**src/bprp_pkg.sv**
```systemverilog
// Shared types and constants for the bad pixel run painter.
// Request, response and configuration structs, and the code enums.
// Depends on nothing; the design files refer to it by scoped names, the testbench imports it.
package bprp_pkg;

   localparam int FLAG_W  = 16;
   localparam int POS_W   = 11;   // image sizes are 11-bit registers
   localparam int CNT_W   = 11;
   localparam int COORD_W = 17;   // signed run coordinates before clipping

   typedef enum logic [1:0] {
      REQ_RUN   = 2'd0,
      REQ_READ  = 2'd1,
      REQ_WRITE = 2'd2
   } req_kind_type;

   typedef enum logic [1:0] {
      OUT_DONE        = 2'd0,
      OUT_SKIPPED     = 2'd1,
      OUT_BAD_LENGTH  = 2'd2,
      OUT_BAD_ADDRESS = 2'd3
   } outcome_type;

   typedef enum logic [2:0] {
      CSR_IMAGE_WIDTH    = 3'd0,
      CSR_IMAGE_HEIGHT   = 3'd1,
      CSR_OFFSET_X       = 3'd2,
      CSR_OFFSET_Y       = 3'd3,
      CSR_SHIFT_ENABLE   = 3'd4,
      CSR_SPLIT_COLUMN   = 3'd5,
      CSR_OVERSCAN_SHIFT = 3'd6
   } csr_reg_type;

   typedef enum logic [2:0] {
      ST_CLEAR,
      ST_IDLE,
      ST_DECODE,
      ST_CLIP,
      ST_RUN,
      ST_DRAIN,
      ST_READ
   } state_type;

   typedef struct packed {
      req_kind_type        req_type;
      logic [13:0]         table_x;
      logic [13:0]         table_y;
      logic [13:0]         run_length;
      logic                along_y;
      logic [FLAG_W-1:0]   flag_value;
      logic [9:0]          pixel_x;
      logic [9:0]          pixel_y;
      logic [FLAG_W-1:0]   pixel_value;
   } request_type;

   typedef struct packed {
      logic [FLAG_W-1:0]   read_value;
      outcome_type         outcome;
      logic [CNT_W-1:0]    pixels_flagged;
   } response_type;

   typedef struct packed {
      logic [10:0]         image_width;
      logic [10:0]         image_height;
      logic signed [14:0]  offset_x;
      logic signed [14:0]  offset_y;
      logic                shift_enable;
      logic [13:0]         split_column;
      logic [10:0]         overscan_shift;
   } cfg_type;

endpackage

```
**src/bprp_ctrl.sv**
```systemverilog
// Request sequencer: maps and clips runs, then walks the run one pixel a
// cycle with a pipelined read-modify-write on the flag store.
// Depends on bprp_pkg for request, response, configuration and state types.
module bprp_ctrl #(
   parameter int MAX_WIDTH  = 1024,
   parameter int MAX_HEIGHT = 1024
) (
   input  logic                        clock,
   input  logic                        reset,
   input  logic                        start,
   input  bprp_pkg::request_type       req_data,
   output logic                        busy,
   output logic                        rsp_valid,
   output bprp_pkg::response_type      rsp_data,
   input  bprp_pkg::cfg_type           cfg,
   input  logic                        clear_busy,
   output logic                        rd_en,
   output logic [$clog2(MAX_WIDTH)+$clog2(MAX_HEIGHT)-1:0] rd_addr,
   input  logic [bprp_pkg::FLAG_W-1:0] rd_data,
   output logic                        wr_en,
   output logic [$clog2(MAX_WIDTH)+$clog2(MAX_HEIGHT)-1:0] wr_addr,
   output logic [bprp_pkg::FLAG_W-1:0] wr_data
);

   localparam int XW     = $clog2(MAX_WIDTH);
   localparam int YW     = $clog2(MAX_HEIGHT);
   localparam int AW     = XW + YW;
   localparam int PW     = bprp_pkg::POS_W;
   localparam int CW     = bprp_pkg::COORD_W;

   bprp_pkg::state_type     state_ff, state_in;
   bprp_pkg::request_type   req_ff, req_in;
   bprp_pkg::response_type  rsp_ff, rsp_in;
   logic                    rsp_valid_ff, rsp_valid_in;
   logic signed [CW-1:0]    xs_ff, xs_in, ys_ff, ys_in;
   logic [PW-1:0]           pos_ff, pos_in, end_ff, end_in, fixed_ff, fixed_in;
   logic [bprp_pkg::CNT_W-1:0] cnt_ff, cnt_in;
   logic                    pend_ff, pend_in;
   logic [AW-1:0]           pend_addr_ff, pend_addr_in;

   logic [PW-1:0]           used_w, used_h, run_x, run_y, px, py;
   logic signed [CW-1:0]    tx_s, ty_s, split_s, shift_s, len_s, xs_base;
   logic signed [CW-1:0]    lo, hi, fixd, lim_run, lim_fix, lo_c, hi_c;
   logic                    skip;
   logic [AW-1:0]           run_addr, pix_addr;

   // Image sizes larger than the store are clamped to it.
   always_comb begin
      used_w = (32'(cfg.image_width) > MAX_WIDTH) ? PW'(MAX_WIDTH) : cfg.image_width;
      used_h = (32'(cfg.image_height) > MAX_HEIGHT) ? PW'(MAX_HEIGHT) : cfg.image_height;
   end

   // Start mapping: one-indexed to zero-indexed, overscan shift, offsets.
   always_comb begin
      tx_s    = CW'(req_ff.table_x);
      ty_s    = CW'(req_ff.table_y);
      split_s = CW'(cfg.split_column);
      shift_s = CW'(cfg.overscan_shift);
      xs_base = tx_s - CW'(1);
      if (cfg.shift_enable && (xs_base >= split_s)) begin
         xs_in = xs_base + shift_s + CW'(cfg.offset_x);
      end else begin
         xs_in = xs_base + CW'(cfg.offset_x);
      end
      ys_in = ty_s - CW'(1) + CW'(cfg.offset_y);
   end

   // Clipping of the mapped run against the image.
   always_comb begin
      len_s = CW'(req_ff.run_length);
      if (req_ff.along_y) begin
         lo      = ys_ff;
         fixd    = xs_ff;
         lim_run = CW'(used_h);
         lim_fix = CW'(used_w);
      end else begin
         lo      = xs_ff;
         fixd    = ys_ff;
         lim_run = CW'(used_w);
         lim_fix = CW'(used_h);
      end
      hi   = lo + len_s - CW'(1);
      skip = (hi < 0) || (lo >= lim_run) || (fixd < 0) || (fixd >= lim_fix);
      lo_c = (lo < 0) ? '0 : lo;
      hi_c = (hi >= lim_run) ? (lim_run - CW'(1)) : hi;
   end

   always_comb begin
      if (req_ff.along_y) begin
         run_x = fixed_ff;
         run_y = pos_ff;
      end else begin
         run_x = pos_ff;
         run_y = fixed_ff;
      end
      px       = PW'(req_ff.pixel_x);
      py       = PW'(req_ff.pixel_y);
      run_addr = {YW'(run_y), XW'(run_x)};
      pix_addr = {YW'(py), XW'(px)};
   end

   always_comb begin
      state_in      = state_ff;
      req_in        = req_ff;
      rsp_valid_in  = 1'b0;
      rsp_in        = '0;
      pos_in        = pos_ff;
      end_in        = end_ff;
      fixed_in      = fixed_ff;
      cnt_in        = cnt_ff;
      pend_in       = 1'b0;
      pend_addr_in  = pend_addr_ff;
      rd_en         = 1'b0;
      rd_addr       = pix_addr;
      // A pixel read in the previous cycle gets its flag ORed in and goes back.
      wr_en         = pend_ff;
      wr_addr       = pend_addr_ff;
      wr_data       = rd_data | req_ff.flag_value;

      case (state_ff)
         bprp_pkg::ST_CLEAR: begin
            if (!clear_busy) begin
               state_in = bprp_pkg::ST_IDLE;
            end
         end
         bprp_pkg::ST_IDLE: begin
            if (start) begin
               req_in   = req_data;
               state_in = bprp_pkg::ST_DECODE;
            end
         end
         bprp_pkg::ST_DECODE: begin
            case (req_ff.req_type)
               bprp_pkg::REQ_RUN: begin
                  if (req_ff.run_length == '0) begin
                     rsp_valid_in   = 1'b1;
                     rsp_in.outcome = bprp_pkg::OUT_BAD_LENGTH;
                     state_in       = bprp_pkg::ST_IDLE;
                  end else begin
                     state_in = bprp_pkg::ST_CLIP;
                  end
               end
               bprp_pkg::REQ_READ, bprp_pkg::REQ_WRITE: begin
                  if ((px >= used_w) || (py >= used_h)) begin
                     rsp_valid_in   = 1'b1;
                     rsp_in.outcome = bprp_pkg::OUT_BAD_ADDRESS;
                     state_in       = bprp_pkg::ST_IDLE;
                  end else if (req_ff.req_type == bprp_pkg::REQ_READ) begin
                     rd_en    = 1'b1;
                     state_in = bprp_pkg::ST_READ;
                  end else begin
                     wr_en          = 1'b1;
                     wr_addr        = pix_addr;
                     wr_data        = req_ff.pixel_value;
                     rsp_valid_in   = 1'b1;
                     rsp_in.outcome = bprp_pkg::OUT_DONE;
                     state_in       = bprp_pkg::ST_IDLE;
                  end
               end
               default: begin
                  rsp_valid_in   = 1'b1;
                  rsp_in.outcome = bprp_pkg::OUT_BAD_ADDRESS;
                  state_in       = bprp_pkg::ST_IDLE;
               end
            endcase
         end
         bprp_pkg::ST_CLIP: begin
            if (skip) begin
               rsp_valid_in   = 1'b1;
               rsp_in.outcome = bprp_pkg::OUT_SKIPPED;
               state_in       = bprp_pkg::ST_IDLE;
            end else begin
               pos_in   = PW'(lo_c);
               end_in   = PW'(hi_c);
               fixed_in = PW'(fixd);
               cnt_in   = '0;
               state_in = bprp_pkg::ST_RUN;
            end
         end
         bprp_pkg::ST_RUN: begin
            rd_en        = 1'b1;
            rd_addr      = run_addr;
            pend_in      = 1'b1;
            pend_addr_in = run_addr;
            pos_in       = pos_ff + PW'(1);
            cnt_in       = cnt_ff + bprp_pkg::CNT_W'(1);
            if (pos_ff == end_ff) begin
               state_in = bprp_pkg::ST_DRAIN;
            end
         end
         bprp_pkg::ST_DRAIN: begin
            rsp_valid_in          = 1'b1;
            rsp_in.outcome        = bprp_pkg::OUT_DONE;
            rsp_in.pixels_flagged = cnt_ff;
            state_in              = bprp_pkg::ST_IDLE;
         end
         bprp_pkg::ST_READ: begin
            rsp_valid_in      = 1'b1;
            rsp_in.outcome    = bprp_pkg::OUT_DONE;
            rsp_in.read_value = rd_data;
            state_in          = bprp_pkg::ST_IDLE;
         end
         default: begin
            state_in = bprp_pkg::ST_IDLE;
         end
      endcase
   end

   always_ff @(posedge clock) begin
      if (reset) begin
         state_ff     <= bprp_pkg::ST_CLEAR;
         rsp_valid_ff <= 1'b0;
         pend_ff      <= 1'b0;
      end else begin
         state_ff     <= state_in;
         rsp_valid_ff <= rsp_valid_in;
         pend_ff      <= pend_in;
      end
   end

   always_ff @(posedge clock) begin
      req_ff       <= req_in;
      rsp_ff       <= rsp_in;
      xs_ff        <= xs_in;
      ys_ff        <= ys_in;
      pos_ff       <= pos_in;
      end_ff       <= end_in;
      fixed_ff     <= fixed_in;
      cnt_ff       <= cnt_in;
      pend_addr_ff <= pend_addr_in;
   end

   assign busy      = (state_ff != bprp_pkg::ST_IDLE);
   assign rsp_valid = rsp_valid_ff;
   assign rsp_data  = rsp_ff;

endmodule

```
**config.mk**
```make
export PLATFORM = sky130hd
export DESIGN_NAME = bprp_ctrl
export DESIGN_NICKNAME = d
export VERILOG_FILES = /design/src/bprp_pkg.sv /design/src/bprp_ctrl.sv
export SDC_FILE = /design/constraint.sdc
export NUM_CORES = 1
export LEC_CHECK = 0
export ABC_AREA = 1
export BUFFER_PORTS_ARGS = -buffer_cell sky130_fd_sc_hd__buf_2
export CAP_MARGIN = 20
export CORE_ASPECT_RATIO = 0.6
export CORE_MARGIN = 8
export CORE_UTILIZATION = 57
export DETAILED_ROUTE_END_ITERATION = 8
export PLACE_DENSITY = 0.83
export SLEW_MARGIN = 20
export SYNTH_ARGS = -nofsm -noshare
export SYNTH_HDL_FRONTEND = slang
export SYNTH_SLANG_ARGS = --single-unit
```
**constraint.sdc**
```tcl
create_clock -name clock -period 6.7 [get_ports clock]
set_input_delay 0 -clock clock [delete_from_list [all_inputs] [get_ports clock]]
set_output_delay 0 -clock clock [all_outputs]
set_load 0.01 [all_outputs]
```
# ---- Word level (Yosys, flattened, before mapping)
# Cells that the tools add are included.
dict set report op_classes {
  n_eq_ne 14
  bitwise 2
  order_cmp 11
  mux 53
  add_sub_neg 11
  reduce_logical 15
}
# op n
set op_table {}
lappend op_table {{two-way mux 20 bit} 5}
lappend op_table {{two-way mux 11 bit} 8}
lappend op_table {{two-way mux 16 bit} 4}
lappend op_table {{greater-or-equal comparator 17 x 12 -> 1 bit} 3}
lappend op_table {{less-than comparator 17 x 1 -> 1 bit, second input constant} 3}
lappend op_table {{two-way mux 17 bit} 3}
lappend op_table {{case mux 11 bit (2 select lines)} 2}
lappend op_table {{adder 15 x 15 -> 16 bit} 2}
lappend op_table {{subtractor 14 x 1 -> 15 bit, second input constant} 2}
lappend op_table {{adder 11 x 1 -> 11 bit, second input constant} 2}
lappend op_table {{greater-or-equal comparator 10 x 11 -> 1 bit} 2}
lappend op_table {{greater-than comparator 11 bit, second input constant} 2}
lappend op_table {{two-way mux 10 bit} 2}
lappend op_table {{two-way mux 3 bit} 6}
lappend op_table {{adder 16 x 15 -> 17 bit} 1}
lappend op_table {{adder 17 x 15 -> 17 bit} 1}
lappend op_table {{subtractor 17 x 2 -> 17 bit, second input constant} 1}
lappend op_table {{adder 15 x 12 -> 16 bit} 1}
lappend op_table {{OR 16 bit} 1}
lappend op_table {{greater-or-equal comparator 15 bit} 1}
lappend op_table {{case mux 3 bit (5 select lines)} 1}
lappend op_table {{zero test 14 bit} 1}
lappend op_table {{two-way mux 1 bit} 13}
lappend op_table {{equality test 11 bit} 1}
lappend op_table {{22 further kinds} 38}
dict set report totals {
  ff_bits 227
  word_cells 128
}

# ---- Longest topological paths before layout
dict set report logic_depth {
  word_depth 9
  ltp_mapped 27
  ltp_nobuf 24
}

# ---- Worst setup path after synthesis
# OpenSTA, ideal clock, no wires.
dict set report synth_timing {
  kind {register -> register}
  from {reg state_ff[0]}
  to {reg req_ff, in the netlist len_s[0] (enable)}
  t_arrival_ns 4.774
  slack_ns 1.372
  stages_incl_launch_ff 5
  cell_sequence {dfxtp_1 > inv_1 > nor3_1 > inv_1 > nor2_1}
}
dict set report synth_between {
  elab_chain_cells 2
}
# element line_no
set synth_rtl {}
lappend synth_rtl {{from (decl)} bprp_ctrl.sv:31} ;# bprp_pkg::state_type state_ff, state_in;
lappend synth_rtl {{from (signal assigned)} bprp_ctrl.sv:211} ;# state_ff <= bprp_pkg::ST_CLEAR;
lappend synth_rtl {{from (signal assigned)} bprp_ctrl.sv:215} ;# state_ff <= state_in;
lappend synth_rtl {{equality test 3 x 1 -> 1 bit} bprp_ctrl.sv:120} ;# case (state_ff)
lappend synth_rtl {{AND reduction 2 bit (no line)} n/a}
lappend synth_rtl {{to (signal assigned)} bprp_ctrl.sv:222} ;# req_ff <= req_in;
lappend synth_rtl {{to (decl)} bprp_ctrl.sv:32} ;# bprp_pkg::request_type req_ff, req_in;
# Every way passes these cells.
# A chain may end at the register's enable or synchronous reset.

# ---- Final worst setup path
dict set report layout_timing {
  from {reg req_ff[52] (netlist bit)}
  to {reg end_ff[2], data pin}
}
dict set report layout_between {
  elab_chain_cells 5
  word_cells_on_any_way 7
  cone_classes {3 x add/sub; 1 x order compare; 3 x mux}
}
# element line_no
set layout_rtl {}
lappend layout_rtl {{two-way mux 17 bit} bprp_ctrl.sv:71} ;# if (req_ff.along_y) begin
lappend layout_rtl {{adder 17 x 15 -> 17 bit} bprp_ctrl.sv:82} ;# hi = lo + len_s - CW'(1);
lappend layout_rtl {{subtractor 17 x 2 -> 17 bit} bprp_ctrl.sv:82}
lappend layout_rtl {{greater-or-equal comparator 17 x 12 -> 1 bit} bprp_ctrl.sv:85} ;# hi_c = (hi >= lim_run) ? (lim_run - CW'(1)) : hi;
lappend layout_rtl {{two-way mux 11 bit *} bprp_ctrl.sv:85}
lappend layout_rtl {{named net hi_c[2]} bprp_ctrl.sv:43} ;# logic signed [CW-1:0] lo, hi, fixd, lim_run, lim_fix, lo_c, hi_c;
lappend layout_rtl {{to (signal assigned)} bprp_ctrl.sv:227} ;# end_ff <= end_in;
lappend layout_rtl {{to (decl)} bprp_ctrl.sv:36} ;# logic [PW-1:0] pos_ff, pos_in, end_ff, end_in, fixed_ff, fixed_in;
# The timed path passes the listed nets; every way through them passes the cells marked *.

==> results.tsv <==
metric	value	unit
synth_flop_cell	edfxtp_1	
clk_pin_slew_worst_paths	70	ps
die_x	228.8	um
grt_usage	29.69	%
grt_max_degree	74	
cp.required	7130	ps
syn_nets	2285	
cp_slowest_cell	edfxtp_1	
drc	0	
worst_slew_pin_slew	1012	ps
clock_skew	29.44	ps
place_congestion	1.013	
ys_ff_latch	227	
hold_class	primary input to flip-flop	
critPathBufInv	3	
ys_async_sr_fraction	0	%
rsz0062_at_grt	no	
yosysSeqAreaShare	39.70	%
synth_common_cells	nand2_1 (439), inv_1 (336), edfxtp_1 (160), nor2_1 (149), ha_1 (144)	
synth.avg_cell_area	8.029	um2
period_share	80.74	%
grt_overflow	0	
multi_input_area	0.007824	mm2
fmax	184.9	MHz
start_kind	flip-flop	
cts_resized	0	
critical_path.most_common_cell	nand2_1	
end_kind	flip-flop	
cp_cell_sequence	inv_2, nand2_1, o21ai_4, inv_1, ha_1, inv_1, ha_1, a21oi_1, o21bai_1, a21o_1, nand3_1, nand2_1, xor2_1, ha_1, a21oi_1, a21boi_1, nand3_1, nor2_1, nand3_2, nand2_2, nand2_1, nand2_1	
synth_most_common_cell	nand2_1	
clkLatencyLatePin	560	ps
cts_buffer_depth	3	
fillers	1959	
drive_gt1_share	15.71	%
cp_num_cells	22	
finalSetupTns	0	ps
ys_top_cells_by_area	edfxtp_1 (31%), ha_1 (12%), nand2_1 (11%), dfxtp_1 (8.7%), inv_1 (8.1%)	
p_leak	9.676	nW
syn_inst	1928	
cts_setup_buffers	0	
period_minus_slack	5410	ps
vias	14890	
cp.arrival	5840	ps
hold_path_depth	5	
cpPeakStageDelay	730	ps
dpl.hpwl	38.22	mm
crit_fanout	48	
htreeDepth	1	
finalSetupViolations	0	
routed_wl	51.57	mm
firstDrtPassIters	6	
grt_pass1_wl	77.49	mm
core_area	0.02653	mm2
ys.warnings.count	0	
timing.slew.headroom	32.38	%
cts_tree	done	
crit_type	flip-flop to flip-flop	
initial_core_util	58.34	%
totalPowerFinal	5.340	mW
antenna_left	0	
core.rowCount	46	
hold_viol_final	0	
power_per_cell_area	274.2	mW/mm2
area.growth.synth_to_final	25.80	%
synth-edff-count	160	
reg2reg_depth	22	
maxCapViolCount	0	
final_max_slew_viol_count	0	
crit_family	simple AND/OR/NAND/NOR gates	
cts.sinks	227	
synth_top_area_share	31.04	%
die_area	0.03286	mm2
synth_top_area_cell	edfxtp_1	
routed_via_density	5.461	
post_drt_wl_per_cell	18.92	um
synth_area	0.01548	mm2
cts_root_buf	clkbuf_16	
chipHeight	143.7	um
seq_area	0.006146	mm2
cts_buffers	24	
fin_nets	2700	
io_buffers	283	
outcome	completed	
vdd_drop_max	0.1821	mV
ys_types	53	
io_pins	284	
antenna_found_initial	6	
grt_pass1_vias	14090	
first_iter_violations	1871	
## stage by stage
stage          util, %  area, um2  cells  hold slack [ps]  setup slack (ps)
2_1_floorplan        -      15480   1928            62.44              1372
5_1_grt          73.39      19470   2726            42.32             887.3
4_1_cts          73.27      19440   2720           0.1314              1422
6_report         73.39      19470   2726            22.51              1290
3_3_place_gp     64.77      17190   2538            176.2              1582
3_5_place_dp     64.77      17190   2538            178.1              1396
## power by group
group	internal (mW)	switching, mW
combinational	0.767	1.35
sequential	1.67	0.0747
clock	0.880	0.598
## registers in the layout, indices dropped and copies added, names as in the netlist
register and cells:
cnt_ff 11, end_ff 11, fixed_ff 10, len_s 14
pend_addr_ff 20, pend_ff 1, pix_addr 20, pos_ff 11
req_ff 63, rsp_data 29, rsp_valid 1, state_ff 3
xs_ff 17, ys_ff 16
## routing by layer
| metal | track usage [%] | part of all wire [%] | vias up |
|---|---|---|---|
| met5 | 0 | 0.016 | - |
| met4 | 7.672 | 2.3 | 2 |
| met3 | 8.269 | 12 | 98 |
| met2 | 44.47 | 43 | 875 |
| met1 | 41.88 | 43 | 6799 |
| li1 | - | - | 7114 |
## worst paths after layout
| kind | to | start | slack (ps) |
|---|---|---|---|
| worst max-delay path | end_ff[2]$_DFFE_PP_ | req_ff[52]$_DFFE_PP_ | 1290 |
| worst min-delay path | xs_ff[12]$_DFF_P_ | cfg[53] | 20 |
| worst max register to register | end_ff[2]$_DFFE_PP_ | req_ff[52]$_DFFE_PP_ | 1290 |
| worst min register to register | rsp_data[1]$_SDFF_PN0_ | cnt_ff[1]$_SDFFCE_PN0P_ | 520 |
## worst min-delay path: cells and delay by family
| kind | cells | cell delay (ps) |
|---|---|---|
| fa+ha+maj | 1 | 220 |
| simple gates | 2 | 100 |
| buf+inv | 1 | 90 |
| xor+xnor | 1 | 90 |
## repair_timing
item,in CTS,in global routing
setup endpoints to repair,0,0
hold endpoints to repair,150,0
hold buffers,138,0
## cells in the final DEF, fill, tap and decap left out, drive strengths merged, types with 5 or more instances in the layout
master	count
o21bai	9
buf	291
fa	18
nor3	31
clkinv	5
nor2	149
nor4	9
clkbuf	34
dlygate4sd3	138
ha	144
xor2	63
diode	5
nand3b	7
nand2	454
a21boi	5
edfxtp	160
a31oi	11
a21o	10
o21ai	157
a21oi	88
dfxtp	67
o22ai	9
inv	347
nand4	24
xnor2	24
nand3	84
## cell type report
class	count	area share, %
diodes	5	0.06425
clock buffers	34	3.752
clock inverters	10	0.7325
inverters	345	6.663
multi-input cells	1316	40.18
flip-flops and latches	227	31.56
well taps	360	2.313
repair buffers	429	14.74
## logic make-up (layout without fill, tap and decap cells)
| logic type | count (synthesis) | in the layout | synth area share, % |
|---|---|---|---|
| simple gates | 768 | 768 | 21.02 |
| buf+inv | 385 | 818 | 9.804 |
| compound gates | 298 | 298 | 10.52 |
| flops | 227 | 227 | 39.70 |
| fa+ha+maj | 162 | 162 | 13.97 |
| xor+xnor | 87 | 87 | 4.922 |
| mux | 1 | 1 | 0.06466 |
| other cells | 0 | 5 | 0 |
Power figures use the tool's default switching activity.
